**config.mk**
```make
export PLATFORM = sky130hd
export DESIGN_NAME = sync_marker_payload_extractor_unit
export DESIGN_NICKNAME = d
export VERILOG_FILES = /design/src/rtl/core/smpe_pkg.sv /design/src/rtl/core/smpe_core.sv /design/src/rtl/core/sync_marker_payload_extractor_unit.sv
export SDC_FILE = /design/constraint.sdc
export NUM_CORES = 1
export LEC_CHECK = 0
export ABC_AREA = 1
export BUFFER_PORTS_ARGS = -buffer_cell sky130_fd_sc_hd__buf_4
export CAP_MARGIN = 20
export CORE_ASPECT_RATIO = 1.2
export CORE_MARGIN = 3
export CORE_UTILIZATION = 52
export DETAILED_ROUTE_END_ITERATION = 6
export PLACE_DENSITY = 0.74
export SYNTH_ARGS = -nofsm -noshare
export SYNTH_HDL_FRONTEND = slang
export SYNTH_SLANG_ARGS = --single-unit
```
**constraint.sdc**
```tcl
create_clock -name clk_i -period 2.1 [get_ports clk_i]
set_input_delay 0.21 -clock clk_i [delete_from_list [all_inputs] [get_ports clk_i]]
set_output_delay 0.21 -clock clk_i [all_outputs]
set_load 0.05 [all_outputs]
```
**src/rtl/core/smpe_pkg.sv**
```systemverilog
// smpe_pkg: shared constants, register indexes and types of the start-marker
// payload extractor. No dependencies; used by smpe_core and the top level.
`default_nettype none

package smpe_pkg;

  // default marker length in bytes
  localparam int unsigned MARKER_BYTES_DEF = 5;
  // upper clamp for the configured payload length
  localparam int unsigned PAYLOAD_MAX      = 32;

  // field and register widths
  localparam int unsigned BYTE_W   = 8;
  localparam int unsigned INDEX_W  = 5;
  localparam int unsigned MARKER_W = 40;
  localparam int unsigned LENGTH_W = 6;
  localparam int unsigned COUNT_W  = 6;
  localparam int unsigned CFG_IDX_W = 1;

  // length compare width, one bit above the count
  localparam int unsigned LEN_CMP_W = COUNT_W + 1;

  // configuration register indexes
  localparam logic [CFG_IDX_W-1:0] CFG_MARKER_VALUE   = 1'd0;
  localparam logic [CFG_IDX_W-1:0] CFG_PAYLOAD_LENGTH = 1'd1;

  // register reset values
  localparam logic [MARKER_W-1:0] MARKER_RESET = '0;
  localparam logic [LENGTH_W-1:0] LENGTH_RESET = 6'd8;

  // one extracted payload item
  typedef struct packed {
    logic               last_of_packet;
    logic [INDEX_W-1:0] byte_index;
    logic [BYTE_W-1:0]  payload_byte;
  } result_t;

endpackage

`default_nettype wire

```
**src/rtl/core/smpe_core.sv**
```systemverilog
// smpe_core: marker hunting window and payload counter of the extractor.
// Depends on smpe_pkg; updates its state on every accepted item.
`default_nettype none

module smpe_core #(
  parameter int unsigned MARKER_BYTES = smpe_pkg::MARKER_BYTES_DEF
) (
  input  wire logic                            clk_i,
  input  wire logic                            rst_ni,
  input  wire logic                            accept_i,
  input  wire logic [smpe_pkg::BYTE_W-1:0]     rx_byte_i,
  input  wire logic [smpe_pkg::MARKER_W-1:0]   marker_value_i,
  input  wire logic [smpe_pkg::LENGTH_W-1:0]   payload_length_i,
  output logic                                 res_valid_o,
  output smpe_pkg::result_t                    res_o
);

  localparam int unsigned WIN_W  = MARKER_BYTES * smpe_pkg::BYTE_W;
  localparam int unsigned FILL_W = $clog2(MARKER_BYTES + 1);
  localparam int unsigned EXT_W  = (WIN_W > smpe_pkg::MARKER_W) ? WIN_W : smpe_pkg::MARKER_W;
  localparam int unsigned LCW    = smpe_pkg::LEN_CMP_W;

  logic [WIN_W-1:0]             window_q, window_d;
  logic [FILL_W-1:0]            fill_q, fill_d;
  logic [smpe_pkg::COUNT_W-1:0] count_q, count_d;
  logic                         in_payload_q, in_payload_d;

  logic [WIN_W+smpe_pkg::BYTE_W-1:0] win_cat;
  logic [WIN_W-1:0]                  win_shift;
  logic [EXT_W-1:0]                  marker_ext;
  logic [WIN_W-1:0]                  marker_cmp;
  logic [FILL_W-1:0]                 fill_next;
  logic                              match;
  logic [LCW-1:0]                    len_ext, eff_len, cnt_inc;
  logic                              last;

  // shift the new byte into the window, oldest byte drops out on top
  assign win_cat    = {window_q, rx_byte_i};
  assign win_shift  = win_cat[WIN_W-1:0];
  assign marker_ext = EXT_W'(marker_value_i);
  assign marker_cmp = marker_ext[WIN_W-1:0];
  assign fill_next  = (fill_q < FILL_W'(MARKER_BYTES)) ? fill_q + FILL_W'(1) : fill_q;
  assign match      = (fill_next == FILL_W'(MARKER_BYTES)) && (win_shift == marker_cmp);

  // effective payload length, clamped to one and to the maximum
  always_comb begin
    len_ext = LCW'(payload_length_i);
    if (len_ext == '0) begin
      eff_len = LCW'(1);
    end else if (len_ext > LCW'(smpe_pkg::PAYLOAD_MAX)) begin
      eff_len = LCW'(smpe_pkg::PAYLOAD_MAX);
    end else begin
      eff_len = len_ext;
    end
  end

  assign cnt_inc = LCW'(count_q) + LCW'(1);
  assign last    = (cnt_inc >= eff_len);

  // result of the current item
  assign res_valid_o         = accept_i && in_payload_q;
  assign res_o.payload_byte   = rx_byte_i;
  assign res_o.byte_index     = count_q[smpe_pkg::INDEX_W-1:0];
  assign res_o.last_of_packet = last;

  // next state
  always_comb begin
    window_d     = window_q;
    fill_d       = fill_q;
    count_d      = count_q;
    in_payload_d = in_payload_q;
    if (accept_i) begin
      if (in_payload_q) begin
        if (last) begin
          in_payload_d = 1'b0;
          count_d      = '0;
          window_d     = '0;
          fill_d       = '0;
        end else begin
          count_d = cnt_inc[smpe_pkg::COUNT_W-1:0];
        end
      end else if (match) begin
        in_payload_d = 1'b1;
        count_d      = '0;
        window_d     = '0;
        fill_d       = '0;
      end else begin
        window_d = win_shift;
        fill_d   = fill_next;
      end
    end
  end

  // state registers
  always_ff @(posedge clk_i or negedge rst_ni) begin
    if (!rst_ni) begin
      window_q     <= '0;
      fill_q       <= '0;
      count_q      <= '0;
      in_payload_q <= 1'b0;
    end else begin
      window_q     <= window_d;
      fill_q       <= fill_d;
      count_q      <= count_d;
      in_payload_q <= in_payload_d;
    end
  end

endmodule

`default_nettype wire

```
**src/rtl/core/sync_marker_payload_extractor_unit.sv**
```systemverilog
// sync_marker_payload_extractor_unit: top level of the start-marker payload
// extractor. Depends on smpe_pkg and smpe_core.
//
// Usage:
//   s_axis carries one received byte per item in tdata. While hunting, the
//   last MARKER_BYTES bytes are compared with the marker register; the byte
//   that completes a match yields no output. The next payload_length bytes
//   (clamped to 1..32) then leave on m_axis, each with its payload index and tlast on
//   the final one, after which hunting starts again with an empty window.
//   Configuration: cfg_we_i writes cfg_data_i to the register cfg_idx_i
//   (0 marker value, 1 payload length); write only while the block is idle.
//   Output: a payload item appears on m_axis in the cycle after it is taken.
//   Throughput: one item per cycle unless m_axis stalls; the marker compare and length check sit
//   in a single stage in front of the output register.
//   Reset: hunting, empty window, marker 0, payload length 8, no output.
//   Stall: while m_axis_tready is low and an item is held, the output register
//   keeps it and s_axis_tready drops, so no item is taken until the slot frees.
`default_nettype none

module sync_marker_payload_extractor_unit #(
  parameter int unsigned MARKER_BYTES = smpe_pkg::MARKER_BYTES_DEF
) (
  input  wire logic                              clk_i,
  input  wire logic                              rst_ni,
  // input stream
  input  wire logic                              s_axis_tvalid,
  output logic                                   s_axis_tready,
  input  wire logic [7:0]                        s_axis_tdata,  // [7:0] rx_byte
  // output stream
  output logic                                   m_axis_tvalid,
  input  wire logic                              m_axis_tready,
  output logic [15:0]                            m_axis_tdata,  // [7:0] payload_byte,
                                                                // [12:8] byte_index
  output logic                                   m_axis_tlast,  // last_of_packet
  // configuration write port
  input  wire logic                              cfg_we_i,
  input  wire logic [smpe_pkg::CFG_IDX_W-1:0]    cfg_idx_i,
  input  wire logic [smpe_pkg::MARKER_W-1:0]     cfg_data_i
);

  logic [smpe_pkg::MARKER_W-1:0] marker_q;
  logic [smpe_pkg::LENGTH_W-1:0] length_q;
  logic                          accept;
  logic                          res_valid;
  smpe_pkg::result_t             res;
  logic                          out_valid_q;
  smpe_pkg::result_t             out_q;

  // configuration registers
  always_ff @(posedge clk_i or negedge rst_ni) begin
    if (!rst_ni) begin
      marker_q <= smpe_pkg::MARKER_RESET;
      length_q <= smpe_pkg::LENGTH_RESET;
    end else if (cfg_we_i) begin
      case (cfg_idx_i)
        smpe_pkg::CFG_MARKER_VALUE:   marker_q <= cfg_data_i;
        smpe_pkg::CFG_PAYLOAD_LENGTH: length_q <= cfg_data_i[smpe_pkg::LENGTH_W-1:0];
        default: ;
      endcase
    end
  end

  // take an item whenever the output slot is free or drains this cycle
  assign s_axis_tready = !out_valid_q || m_axis_tready;
  assign accept        = s_axis_tvalid && s_axis_tready;

  smpe_core #(
    .MARKER_BYTES (MARKER_BYTES)
  ) u_core (
    .clk_i            (clk_i),
    .rst_ni           (rst_ni),
    .accept_i         (accept),
    .rx_byte_i        (s_axis_tdata),
    .marker_value_i   (marker_q),
    .payload_length_i (length_q),
    .res_valid_o      (res_valid),
    .res_o            (res)
  );

  // output valid flag
  always_ff @(posedge clk_i or negedge rst_ni) begin
    if (!rst_ni) begin
      out_valid_q <= 1'b0;
    end else if (accept) begin
      out_valid_q <= res_valid;
    end else if (m_axis_tready) begin
      out_valid_q <= 1'b0;
    end
  end

  // output payload register
  always_ff @(posedge clk_i) begin
    if (accept && res_valid) begin
      out_q <= res;
    end
  end

  assign m_axis_tvalid = out_valid_q;
  assign m_axis_tdata  = {3'b000, out_q.byte_index, out_q.payload_byte};
  assign m_axis_tlast  = out_q.last_of_packet;

endmodule

`default_nettype wire
```
After elaboration in Yosys (flattened, before gate mapping)
Cells that the tools add are included.
{"block": "word_totals", "in_bits": 54, "register_bits": 103, "output_inout_bits": 19, "elab_cells": 49}
{"block": "classes", "n_reduce_logical": 13, "eq_ne": 3, "magnitude_cmp": 3, "muxes": 17, "bitwise": 1, "add_sub_neg": 2}
{"operator": "$mux 32", "n": 3}
{"operator": "$eq 40x40->1", "n": 1}
{"operator": "$mux 6", "n": 5}
{"operator": "$mux 3", "n": 4}
{"operator": "$reduce_and 2->1", "n": 4}
{"operator": "$add 6x1->7 const B", "n": 1}
{"operator": "$ge 7x6->1", "n": 1}
{"operator": "$gt 6x6->1 const B", "n": 1}
{"operator": "$logic_not 6->1", "n": 1}
{"operator": "$mux 1", "n": 5}
{"operator": "$logic_and 1x1->1", "n": 4}
{"operator": "$reduce_bool 2->1", "n": 2}
{"operator": "$add 3x1->3 const B", "n": 1}
{"operator": "$eq 3x3->1 const B", "n": 1}
{"operator": "$lt 3x3->1 const B", "n": 1}
{"operator": "$ne 2x2->1 const B", "n": 1}
{"operator": "$logic_not 1->1", "n": 1}
{"operator": "$logic_or 1x1->1", "n": 1}
{"operator": "$not 1->1", "n": 1}

Longest topological paths before layout
{"block": "logic_depth", "ltp_word": 6, "mapped_depth": 17}

Modules after synthesis
Synthesis repeated with hierarchy kept, for this count alone.
{"block": "unflattened", "hier_cells": 691, "area_unflattened_um2": 5627.9}
{"mod": "smpe_core", "cells_each": 463, "area_each_um2": 3276.9, "seq_area_each_um2": 1051.0, "instances": 1}
{"mod": "sync_marker_payload_extractor_unit", "cells_each": 228, "area_each_um2": 2351.0, "seq_area_each_um2": 1597.8, "instances": 1}

Worst setup path before layout
No wires, ideal clock.
{"block": "synth_path", "path_type": "flip-flop to flip-flop", "start": "register out_valid_q, in the netlist m_axis_tvalid", "end": "register out_q, in the netlist m_axis_tdata[0], enable pin", "t_required_ns": 1.716, "arrival_ns": 2.001, "slack_ns": -0.285, "path_buffers": 0, "path_stages_with_launch": 4, "cell_sequence": "dfrtp_1 -> nand2_1 -> nand2_1 -> nor2_1"}
{"block": "synth_between", "elab_chain_cells": 5}
{"element": "start, declared", "line_no": "sync_marker_payload_extractor_unit.sv:46", "source": "logic out_valid_q;"}
{"element": "start signal, assigned", "line_no": "sync_marker_payload_extractor_unit.sv:85", "source": "out_valid_q <= res_valid;"}
{"element": "$logic_not 1->1 (*)", "line_no": "sync_marker_payload_extractor_unit.sv:64", "source": "assign s_axis_tready = !out_valid_q || m_axis_tready;"}
{"element": "$logic_or 1x1->1 (*)", "line_no": "sync_marker_payload_extractor_unit.sv:64"}
{"element": "via s_axis_tready", "line_no": "sync_marker_payload_extractor_unit.sv:27", "source": "output logic s_axis_tready,"}
{"element": "$logic_and 1x1->1 (*)", "line_no": "sync_marker_payload_extractor_unit.sv:65", "source": "assign accept = s_axis_tvalid && s_axis_tready;"}
{"element": "$logic_and 1x1->1", "line_no": "smpe_core.sv:61", "source": "assign res_valid_o = accept_i && in_payload_q;"}
{"element": "$logic_and 1x1->1 (*)", "line_no": "sync_marker_payload_extractor_unit.sv:93", "source": "if (accept && res_valid) begin"}
{"element": "end signal, assigned", "line_no": "sync_marker_payload_extractor_unit.sv:94", "source": "out_q <= res;"}
{"element": "end, declared", "line_no": "sync_marker_payload_extractor_unit.sv:47", "source": "smpe_pkg::result_t out_q;"}
The timed path passes the listed nets; every way through them passes the cells marked *.
A chain may end at the register's enable or synchronous reset.

==> flow_metrics.py <==
metrics = {
    "grt": {
        "grt_pass1_vias": 4071,
        "grt_max_degree": 90,
        "grt.overflow.total": 0,
        "grtUsageTotal": 0.202,
        "grt-busiest-layer": "met2",
        "antenna_found_initial": 0,
        "met3_usage": 0.0437,
        "met2_usage": 0.345,
        "use_met1": 0.263,
        "grt_pass1_wl_um": 18400,
    },
    "power": {
        "p_per_area_nw_per_um2": 781,
        "peakVddDrop_v": 0.000384,
        "p_leak_nw": 3.37,
    },
    "synthesis": {
        "syn_avg_cell_area_um2": 8.16,
        "yosys.area.top_type": "dfrtp_1",
        "ys_seq_elements": 103,
        "yosysWarnings": 0,
        "synth_top_area_share": 0.429,
        "yosysUniqueCellTypes": 29,
        "synthesis.area_um2": 5130,
        "ys_seq_area_frac": 0.516,
        "synthTopCellsByArea": "dfrtp_1, nand2_1, edfxtp_1",
        "syn_inst": 629,
    },
    "final_layout": {
        "instances_no_fill": 846,
        "drive_gt1_frac": 0.195,
        "syn_to_final_growth_pct": 22.4,
        "mostFrequentLayoutCells": "nand2_1, buf_4, dfrtp_1",
        "num_antenna_cells": 0,
        "final_common_cell": "nand2_1",
        "nNetsFinal": 780,
        "final_cell_area_um2": 6280,
    },
    "sta": {
        "worstMarginPinSlew_ns": 0.723,
        "final_max_slew_viol_count": 0,
        "finalHoldViolCount": 0,
        "layout_setup_ws_ns": -0.274,
        "fin_worst_skew_ns": 0.00586,
        "rsz0062_at_grt": "yes",
        "relSlewSlack": 0.516,
        "fmax_mhz": 421,
        "period_share": 1.13,
        "period_needed_ns": 2.37,
        "finalSetupViolCount": 43,
    },
    "placed_design": {
        "gp_congestion": 0.837,
        "placed_cells": 824,
        "dp_hpwl_um": 7720,
        "place_area_um2": 5910,
        "port_buffers": 69,
    },
    "setup_path": {
        "critPathArrivalTime_ns": 2.65,
        "crit_fanout": 18,
        "cp.required_ns": 2.38,
        "worst_setup_path_end_kind": "flip-flop",
        "r2r_start": "u_core.count_q[0]",
        "cpPeakStageDelay_ns": 0.39,
        "worst-path-buf-inv": 4,
        "crit_family": "simple AND/OR/NAND/NOR gates",
        "path_class": "reg2reg",
        "start_kind": "flip-flop",
        "worst_path_max_delay_cell": "dfrtp_1",
        "startpoint": "u_core.count_q[0]",
        "crit_chain": "nand3_2, buf_4, buf_4, xor2_1, inv_1, ha_1, nand2_1, nor2_1, nand3_1, nand3_4, nor2_8, nor2_8, buf_12, nand4_1, nand2_1",
    },
    "drt": {
        "drc": 0,
        "via_per_inst": 5.01,
        "first_pass_iters": 4,
        "drtIter0Drc": 315,
        "wl_per_cell_um": 12.9,
        "ant_nets": 0,
        "wl_um": 10900,
        "dr_total_vias": 4239,
    },
    "die": {
        "start_util": 0.536,
        "std_cell_rows": 39,
        "core_um2": 9560,
        "die_h_um": 115,
        "dieArea_um2": 11100,
        "die_w_um": 96.7,
        "io_pins": 73,
    },
    "flow_run": {
        "drv_cap": 0,
    },
    "outcome": {
        "violations": "negative setup slack",
        "status": "finished, violations left",
    },
    "clock_tree": {
        "insertion_delay_ns": 0.34,
        "path_clk_slew_ns": 0.07,
        "clock-root-buffer": "clkbuf_16",
        "cts_tree": "built",
        "cts_buffer_depth": 2,
        "htree_levels": 3,
        "cts_made_buffers": 9,
        "cts.sinks": 103,
    },
    "hold_path": {
        "hold_class": "in2reg",
        "hp-start": "s_axis_tdata[0]",
    },
}
-- report_power, final --
group	internal, mW	leakage, nW	switching (mW)
combinational	0.426	2.04	0.498
sequential	2.24	1.20	0.193
clock	0.841	0.127	0.705
total	3.51	3.37	1.40
-- kinds of logic after synthesis --
logic type | share of synthesized area
other | 0.000731
AND/OR/NAND/NOR | 0.276
multiplexers | 0.0198
flip-flops | 0.516
XOR/XNOR | 0.0256
adder cells (fa/ha/maj) | 0.0195
buffers and inverters | 0.0990
AO/OA/AOI/OAI | 0.0429
-- per-layer routing --
metal  part of all wire  wire length [um]
met2               0.50              5460
met1               0.45              4860
met3              0.041               442
met5                  0                 0
met4              0.014               155
-- flip-flops by register name (all words and copies together) (netlist names) --
register / flops
marker_q: 40
u_core.fill_q: 3
u_core.count_q: 6
length_q: 6
u_core.in_payload_q: 1
m_axis_tvalid: 1
m_axis_tlast: 1
u_core.window_q: 32
m_axis_tdata: 13
-- cells in the mapped netlist, drive strengths merged --
| cell | count |
|---|---|
| nand3b | 3 |
| xnor2 | 9 |
| dfstp | 1 |
| dfrtp | 88 |
| nor3 | 1 |
| mux2 | 9 |
| a21oi | 28 |
| conb | 1 |
| nand2 | 220 |
| o21ai | 16 |
| inv | 91 |
| nand4 | 39 |
| or2 | 1 |
| clkinv | 3 |
| ha | 8 |
| nor2 | 53 |
| xor2 | 6 |
| clkbuf | 15 |
| buf | 10 |
| nand3 | 13 |
| edfxtp | 14 |
-- final cells by class --
| class | count | area, um2 |
|---|---|---|
| Fill cell | 799 | 3280 |
| Tap cell | 123 | 154 |
| Clock buffer | 14 | 254 |
| Clock inverter | 2 | 16.3 |
| Multi-Input combinational cell | 409 | 2020 |
| Sequential cell | 103 | 2650 |
| Timing Repair Buffer | 101 | 823 |
| Inverter | 94 | 363 |
-- worst paths after layout --
kind	end	slack, ns	cells after the start
worst max-delay path	u_core.window_q[15]	-0.27	15
worst min-delay path	m_axis_tdata[0]	0.07	1
worst max register to register	u_core.window_q[15]	-0.27	15
worst min register to register	marker_q[0]	0.51	2
max in group asynchronous	length_q[3]	1.27	3
min in group asynchronous	marker_q[33]	0.46	3
-- through the flow --
stage	TNS, ns	util	hold WS (ns)	power, mW	worst slack, ns
after global routing	-15.38	0.657	0.0675	5.20	-0.413
final	-9.05	0.657	0.0742	4.91	-0.274
after floorplan	-5.15	-	-0.0856	3.04	-0.141
after detailed placement	-7.57	0.617	0.289	3.35	-0.216
after global placement	-5.41	0.617	0.292	3.30	-0.174
after CTS	-6.74	0.648	0.0677	4.89	-0.199
-- what timing repair did --
| action | CTS | global route |
|---|---|---|
| setup buffers | 1 | 2 |
| endpoints found under the setup margin | 42 | 43 |
| hold endpoints to repair | 88 | 0 |
| cloned | 0 | 2 |
| pin swaps | 2 | 5 |
| gates resized for setup | 0 | 11 |
| hold buffers | 1 | 0 |
(Power assumes the default switching activity.)
